**config.mk**
```make
export PLATFORM = sky130hd
export DESIGN_NAME = sbe_muldiv
export DESIGN_NICKNAME = d
export VERILOG_FILES = /design/src/sv/sbe_pkg.sv /design/src/sv/sbe_muldiv.sv
export SDC_FILE = /design/constraint.sdc
export NUM_CORES = 1
export LEC_CHECK = 0
export BUFFER_PORTS_ARGS = -buffer_cell sky130_fd_sc_hd__buf_2
export CAP_MARGIN = 20
export CORE_ASPECT_RATIO = 0.9
export CORE_UTILIZATION = 53
export CTS_BUF_LIST = sky130_fd_sc_hd__clkbuf_8
export DETAILED_ROUTE_END_ITERATION = 12
export PLACE_DENSITY = 0.72
export SLEW_MARGIN = 25
export SYNTH_ARGS = -nofsm -noshare
export SYNTH_HDL_FRONTEND = slang
export SYNTH_SLANG_ARGS = --single-unit
```
**constraint.sdc**
```tcl
create_clock -name clk -period 5.9 [get_ports clk]
set_clock_uncertainty 0.05 [all_clocks]
set_input_delay 0.59 -clock clk [delete_from_list [all_inputs] [get_ports clk]]
set_output_delay 0.59 -clock clk [all_outputs]
set_load 0.02 [all_outputs]
```
**src/sv/sbe_pkg.sv**
```systemverilog
// shared types and constants for the stack bytecode executor
// no dependencies; used by sbe_muldiv, stack_bytecode_executor_top and tb_top
package sbe_pkg;

	localparam int STACK_DEPTH = 256;
	localparam int SP_BITS     = $clog2(STACK_DEPTH);
	localparam int DEPTH_BITS  = SP_BITS + 1;
	localparam int VAR_COUNT   = 256;
	localparam int VAR_BITS    = $clog2(VAR_COUNT);
	localparam int PC_BITS     = 16;
	localparam int WORD_BITS   = 32;
	localparam int MD_STEPS    = WORD_BITS;
	localparam int MD_CNT_BITS = $clog2(MD_STEPS) + 1;

	localparam logic [WORD_BITS-1:0] WORD_MOST_NEG = 32'h8000_0000;
	localparam logic [WORD_BITS-1:0] MINUS_ONE     = 32'hFFFF_FFFF;

	// opcodes
	localparam logic [7:0] OP_PUSH_INT  = 8'd0;
	localparam logic [7:0] OP_PUSH_BOOL = 8'd1;
	localparam logic [7:0] OP_PUSH_0    = 8'd2;
	localparam logic [7:0] OP_PUSH_1    = 8'd3;
	localparam logic [7:0] OP_ADD       = 8'd4;
	localparam logic [7:0] OP_SUB       = 8'd5;
	localparam logic [7:0] OP_MUL       = 8'd6;
	localparam logic [7:0] OP_DIV       = 8'd7;
	localparam logic [7:0] OP_MOD       = 8'd8;
	localparam logic [7:0] OP_EQ        = 8'd9;
	localparam logic [7:0] OP_NEQ       = 8'd10;
	localparam logic [7:0] OP_LT        = 8'd11;
	localparam logic [7:0] OP_GT        = 8'd12;
	localparam logic [7:0] OP_LTE       = 8'd13;
	localparam logic [7:0] OP_GTE       = 8'd14;
	localparam logic [7:0] OP_XOR       = 8'd15;
	localparam logic [7:0] OP_AND       = 8'd16;
	localparam logic [7:0] OP_OR        = 8'd17;
	localparam logic [7:0] OP_SHL       = 8'd18;
	localparam logic [7:0] OP_SHR       = 8'd19;
	localparam logic [7:0] OP_BIT_NOT   = 8'd20;
	localparam logic [7:0] OP_NOT       = 8'd21;
	localparam logic [7:0] OP_NORM      = 8'd22;
	localparam logic [7:0] OP_NEG       = 8'd23;
	localparam logic [7:0] OP_POP       = 8'd24;
	localparam logic [7:0] OP_SET_VAR   = 8'd25;
	localparam logic [7:0] OP_GET_VAR   = 8'd26;
	localparam logic [7:0] OP_SET_PUSH  = 8'd27;
	localparam logic [7:0] OP_JMP       = 8'd28;
	localparam logic [7:0] OP_JMP_IF_F  = 8'd29;
	localparam logic [7:0] OP_PRINT     = 8'd30;
	localparam logic [7:0] OP_INPUT     = 8'd31;
	localparam logic [7:0] OP_HALT      = 8'd32;

	// status codes
	localparam logic [3:0] ST_OK     = 4'd0;
	localparam logic [3:0] ST_HALT   = 4'd1;
	localparam logic [3:0] ST_OVER   = 4'd2;
	localparam logic [3:0] ST_UNDER  = 4'd3;
	localparam logic [3:0] ST_ARITH  = 4'd4;
	localparam logic [3:0] ST_DIVZ   = 4'd5;
	localparam logic [3:0] ST_SHIFT  = 4'd6;
	localparam logic [3:0] ST_BADJMP = 4'd7;
	localparam logic [3:0] ST_END    = 4'd8;
	localparam logic [3:0] ST_BADOP  = 4'd9;

	typedef enum logic [2:0] {
		S_IDLE,
		S_RD0,
		S_RD1,
		S_RD2,
		S_MD,
		S_WB
	} state_t;

	// request to the multiply / divide unit
	typedef struct packed {
		logic start;
		logic is_mul;
		logic want_rem;
	} md_req_t;

	// response from the multiply / divide unit
	typedef struct packed {
		logic                 done;
		logic                 ovf;
		logic [WORD_BITS-1:0] result;
	} md_rsp_t;

endpackage

```
**src/sv/sbe_muldiv.sv**
```systemverilog
// iterative signed multiply / divide / modulo, one bit per cycle on a shared adder
// depends on sbe_pkg
module sbe_muldiv (
	input  logic                          clk,
	input  logic                          arst_n,
	input  sbe_pkg::md_req_t              req,
	input  logic [sbe_pkg::WORD_BITS-1:0] a,
	input  logic [sbe_pkg::WORD_BITS-1:0] b,
	output sbe_pkg::md_rsp_t              rsp
);
	import sbe_pkg::*;

	logic                   busy_q;
	logic                   fin_q;
	logic                   done_q;
	logic [MD_CNT_BITS-1:0] cnt_q;
	logic                   is_mul_q;
	logic                   want_rem_q;
	logic                   neg_q;
	logic                   asign_q;
	logic [WORD_BITS-1:0]   hi_q;
	logic [WORD_BITS-1:0]   lo_q;
	logic [WORD_BITS-1:0]   d_q;
	logic [WORD_BITS-1:0]   res_q;
	logic                   ovf_q;

	logic [WORD_BITS-1:0]   a_mag;
	logic [WORD_BITS-1:0]   b_mag;
	logic [WORD_BITS+1:0]   add_x;
	logic [WORD_BITS+1:0]   add_y;
	logic                   add_sub;
	logic [WORD_BITS+1:0]   add_sum;
	logic                   div_ok;
	logic [WORD_BITS-1:0]   res_d;
	logic                   ovf_d;

	// operand magnitudes
	assign a_mag = a[WORD_BITS-1] ? (~a + 1'b1) : a;
	assign b_mag = b[WORD_BITS-1] ? (~b + 1'b1) : b;

	// shared adder: add for multiply, subtract for divide
	always_comb begin
		if (is_mul_q) begin
			add_x   = {2'b00, hi_q};
			add_y   = lo_q[0] ? {2'b00, d_q} : '0;
			add_sub = 1'b0;
		end else begin
			add_x   = {1'b0, hi_q, lo_q[WORD_BITS-1]};
			add_y   = {2'b00, d_q};
			add_sub = 1'b1;
		end
		add_sum = add_x + (add_sub ? ~add_y : add_y) + {{(WORD_BITS+1){1'b0}}, add_sub};
		div_ok  = ~add_sum[WORD_BITS+1];
	end

	// sign fix-up and overflow check on the finished magnitude
	always_comb begin
		res_d = '0;
		ovf_d = 1'b0;
		if (is_mul_q) begin
			res_d = neg_q ? (~lo_q + 1'b1) : lo_q;
			ovf_d = (hi_q != '0) ||
				(neg_q ? (lo_q[WORD_BITS-1] && (lo_q[WORD_BITS-2:0] != '0))
				       : lo_q[WORD_BITS-1]);
		end else if (want_rem_q) begin
			res_d = asign_q ? (~hi_q + 1'b1) : hi_q;
		end else begin
			res_d = neg_q ? (~lo_q + 1'b1) : lo_q;
		end
	end

	// control
	always_ff @(posedge clk or negedge arst_n) begin
		if (!arst_n) begin
			busy_q <= 1'b0;
			fin_q  <= 1'b0;
			done_q <= 1'b0;
			cnt_q  <= '0;
		end else begin
			done_q <= fin_q;
			fin_q  <= 1'b0;
			if (req.start) begin
				busy_q <= 1'b1;
				cnt_q  <= '0;
			end else if (busy_q) begin
				cnt_q <= cnt_q + 1'b1;
				if (cnt_q == MD_CNT_BITS'(MD_STEPS - 1)) begin
					busy_q <= 1'b0;
					fin_q  <= 1'b1;
				end
			end
		end
	end

	// datapath
	always_ff @(posedge clk) begin
		if (req.start) begin
			is_mul_q   <= req.is_mul;
			want_rem_q <= req.want_rem;
			neg_q      <= a[WORD_BITS-1] ^ b[WORD_BITS-1];
			asign_q    <= a[WORD_BITS-1];
			hi_q       <= '0;
			lo_q       <= req.is_mul ? b_mag : a_mag;
			d_q        <= req.is_mul ? a_mag : b_mag;
		end else if (busy_q) begin
			if (is_mul_q) begin
				hi_q <= add_sum[WORD_BITS:1];
				lo_q <= {add_sum[0], lo_q[WORD_BITS-1:1]};
			end else begin
				hi_q <= div_ok ? add_sum[WORD_BITS-1:0] : add_x[WORD_BITS-1:0];
				lo_q <= {lo_q[WORD_BITS-2:0], div_ok};
			end
		end
		if (fin_q) begin
			res_q <= res_d;
			ovf_q <= ovf_d;
		end
	end

	assign rsp.done   = done_q;
	assign rsp.ovf    = ovf_q;
	assign rsp.result = res_q;

endmodule

```
---- Word-level counts from Yosys, hierarchy flattened ----
Cells that the tools add are included.
Widths: inputs -> output; s select.
storage, ports and cells
  register bits ........................... 142
  input bits .............................. 69
  output and inout port bits .............. 34
  logic and storage cells ................. 60
operators by class
  add/sub/neg operators ................... 7
  eq/ne operators ......................... 1
  muxes and demuxes ....................... 27
  bitwise logic cells ..................... 7
  reduce and logical (&&, ||, !) cells .... 5
operators by type and width
  operator               count
  $mux 32                15
  $add 32x1->32 const B  4
  $not 32->32            4
  $add 34x1->34          1
  $add 34x34->34         1
  $mux 34                1
  $not 34->34            1
  $mux 33                1
  $reduce_bool 32->1     1
  $reduce_bool 31->1     1
  $mux 6                 2
  $mux 1                 8
  $add 6x1->6 const B    1
  $eq 6x5->1 const B     1
  $reduce_bool 2->1      1
  $logic_and 1x1->1      1
  $logic_or 1x1->1       1
  $not 1->1              1
  $xor 1x1->1            1

---- Longest topological paths before layout ----
  word-level depth ........................ 10
  depth in mapped cells ................... 18

---- Worst setup path before layout ----
OpenSTA, ideal clock, no wires.
  path type ............................... reg2reg
  from .................................... register is_mul_q
  to ...................................... register hi_q[22]
  library setup time ...................... 0.114 ns
  arrival time ............................ 4.244 ns
  data required time ...................... 5.736 ns
  path slack .............................. 1.492 ns
  stages on the path, launching flop included .. 15
  buffers on the path ..................... 4
  period minus slack after synthesis ...... 4.408 ns
  cell sequence ........................... edfxtp_1 -> clkbuf_1 -> clkbuf_1 -> buf_1 -> mux2_2 -> ha_1 -> clkbuf_1 -> and3_1 -> and4_1 -> and3_1 -> a21boi_0 -> o31ai_1 -> a21oi_1 -> mux2i_1 -> a2111oi_0
on the way
  word-level cells in the longest chain between the ends .. 7
ends and longest elaborated chain
  element                 line               text
  start, declared         sbe_muldiv.sv:17   logic is_mul_q;
  start signal, assigned  sbe_muldiv.sv:98   is_mul_q <= req.is_mul;
  $mux 32                 sbe_muldiv.sv:43   if (is_mul_q) begin
  $not 34->34             sbe_muldiv.sv:52   add_sum = add_x + (add_sub ? ~add_y : add_y) + {{(WORD_BITS+1){1'b0}}, add_sub};
  $mux 34                 sbe_muldiv.sv:52
  $add 34x34->34          sbe_muldiv.sv:52
  $add 34x1->34           sbe_muldiv.sv:52
  $mux 32                 sbe_muldiv.sv:110  hi_q <= div_ok ? add_sum[WORD_BITS-1:0] : add_x[WORD_BITS-1:0];
  $mux 32 (*)             sbe_muldiv.sv:106  if (is_mul_q) begin
  end signal, assigned    sbe_muldiv.sv:107  hi_q <= add_sum[WORD_BITS:1];
  end signal, assigned    sbe_muldiv.sv:110
  end, declared           sbe_muldiv.sv:21   logic [WORD_BITS-1:0] hi_q;
Every way passes the cells marked *; elsewhere a longest branch is shown, timed or not.
A chain may end at the register's enable or synchronous reset.

---- Final worst setup path ----
  from .................................... register is_mul_q
  to ...................................... register hi_q[18]
Same word-level chain as after synthesis.

==> results.tsv <==
metric	value	unit
first_iter_violations	1274	
avgViaCountPerCell	6.31	
place_inst	1704	
synth.most_common_cell	nand2_1	
dp_hpwl	28600	µm
setup_viol	0	
syn_area	0.0118	mm²
numCtsBuffers	17	
cts_max_level	4	
place_congestion	0.981	
placed_area	0.0125	mm²
drive_gt1_share	14.5	%
endpoint_kind	flop	
clk_latency	0.47	ns
yosys_register_bits	142	
chipWidth	160	µm
cts_num_sinks	142	
antenna_found_initial	1	
final_cells	1736	
ys.flop_type	edfxtp_1	
hold_class	in2reg	
report.final.slew_viol_count	0	
grt_max_degree	133	
syn_nets	1497	
post-cts-setup-buffers	0	
cts_buffer_depth	2	
num-nets-final	1539	
crit_required	6.20	ns
rsz0062_at_grt	no	
finalCritPeriodShare	80.0	%
core-area	0.0218	mm²
track_usage	32.1	%
hold_viol	0	
avgSynthCellArea	8.52	µm²
grt_pass1_wl	55900	µm
r2r_setup_slack	1.18	ns
synth_top_area_share	25.6	%
vias	10953	
routedWlPerCell	21.3	µm
wl	37000	µm
async_flop_share	6.34	%
cap_violations	0	
grt_pass1_vias	9731	
synth_warnings	0	
syn_to_final_growth	9.16	%
critPathSlowestCell	nor2_1	
hold-worst-slack	0.267	ns
cts_tree	built	
n_antenna_cell	0	
synth_edf_count	101	
synth_common_cells	169 x nand2_1, 130 x o21ai_0, 101 x a21oi_1, 101 x edfxtp_1, 89 x nor2_1	
cp_max_fo	132	
drt-pass1-iter-count	6	
fin_crit	4.72	ns
placementRows	51	
start_util	54.4	%
stdcell_area	0.0129	mm²
synth_cell_types	71	
grt_remaining_overflow	0	
ctsResizeCount	0	
tightest_slew	0.981	ns
io_pins	103	
dieArea	0.0230	mm²
worstPathCellList	buf_12 -> mux2_2 -> ha_1 -> a21oi_1 -> o21ai_0 -> a211oi_1 -> inv_1 -> o31a_1 -> nor2_1 -> o211ai_1 -> a32o_1	
peakVddDrop	0.152	mV
slew_headroom	34.4	%
cp.arrival	5.02	ns
ant_nets	0	
power_leakage	0.00512	µW
postSynthCellCount	1391	
setup-tns-final	0	ns
yosysTopAreaCell	edfxtp_1	
cts_root_buf	clkbuf_8	
cts_hold_buf	1	
fmaxAchievable	212	MHz
clk_pin_slew	0.08	ns
worstSetupPathType	reg2reg	
startpoint_type	flop	
max_stage_delay	0.77	ns
status	complete, no violations	
seq_area_frac_synth	32.9	%
drc	0	
io_buffers	102	
pwr_density_cell	315	mW/mm²
die_h	144	µm
synth_area_leaders	edfxtp_1 26%, xor2_1 6.3%, o21ai_0 5.5%, dfxtp_1 5.4%, mux2i_1 5.4%	
==> power breakdown <==
part           total (µW)  internal [µW]  switching [µW]
combinational        1720            676            1050
clock                 844            424             421
sequential           1500           1230             278
total                4070           2330            1750
==> through the flow <==
step	setup slack, ns	total power (µW)	utilization (%)
finish	1.18	4070	59.4
floorplan	1.49	2630	-
detailed placement	1.34	3180	57.5
global route	0.993	4280	59.4
CTS	1.33	4020	59.4
global placement	1.49	3170	57.4
==> final timing paths <==
path	from	endpoint	cells past startpoint
hold reg to reg	cnt_q[5]$_DFFE_PN0P_	busy_q$_DFF_PN0_	2
hold / removal	req[0]	want_rem_q$_DFFE_PP_	1
min in group asynchronous	arst_n	cnt_q[5]$_DFFE_PN0P_	2
max in group asynchronous	arst_n	busy_q$_DFF_PN0_	2
setup reg to reg	is_mul_q$_DFFE_PP_	hi_q[18]$_SDFFE_PP0P_	11
setup / recovery	is_mul_q$_DFFE_PP_	hi_q[18]$_SDFFE_PP0P_	11
==> placed cells by master (no fill, tap or decap), drive strengths merged, types with 7 or more instances in the layout <==
cell / instances
mux2i: 64
nand4: 8
a21oi: 101
mux2: 35
dfrtp: 9
or4: 26
xor2: 85
o31ai: 34
ha: 36
nand2b: 12
a21o: 14
a211oi: 22
or2: 12
nor4: 17
nor3: 17
o211ai: 14
o41ai: 18
and3: 8
or3: 11
nor2b: 7
dfxtp: 32
nand2: 169
inv: 35
nor2: 89
nand3: 35
xnor2: 61
buf: 116
clkbuf: 17
a31oi: 7
edfxtp: 101
o21ai: 133
o22ai: 8
==> area by class of cell <==
cell class	count	area [µm²]
clock buffers	17	234
clock inverters	14	179
fillers	1962	8830
inverters	29	109
multi-input cells	1126	7490
flip-flops and latches	142	3900
well taps	291	364
repair buffers	117	658
==> worst max-delay path, delay by kind of cell, from the launching register on <==
kind | cells | cell delay, ns
AO/OA/AOI/OAI | 6 | 1.85
multiplexers | 1 | 0.42
buffers and inverters | 2 | 0.65
AND/OR/NAND/NOR | 1 | 0.77
adder cells (fa/ha/maj) | 1 | 0.37
flip-flops | 1 | 0.40
==> flip-flops by register name, summed over array words and instances (netlist names) <==
| signal | flops |
|---|---|
| d_q | 32 |
| hi_q | 32 |
| lo_q | 32 |
| res_q | 32 |
| cnt_q | 6 |
| asign_q | 1 |
| busy_q | 1 |
| done_q | 1 |
| fin_q | 1 |
| is_mul_q | 1 |
| neg_q | 1 |
| ovf_q | 1 |
| want_rem_q | 1 |
==> kinds of logic (layout without fill, tap and decap cells) <==
logic type                 after synthesis  after routing  synth area share [%]
buffers and inverters                  123            177                  3.96
and+or+nand+nor                        431            431                  17.5
muxes                                   99             99                  8.73
DFF                                    142            142                  32.9
adders and majority gates               37             37                  3.97
xor gates and xnor gates               146            146                  10.8
AOI/OAI and AO/OA                      413            413                  22.1
==> metal layers <==
metal	share of wire (%)	track usage, %	routed length, µm	vias up
met5	0	0	0	-
met4	1.7	7.29	637	0
met3	10	6.61	3700	45
met2	43	49.5	15900	549
met1	45	46.0	16800	5099
li1	-	-	-	5260
(Power assumes the default switching activity.)
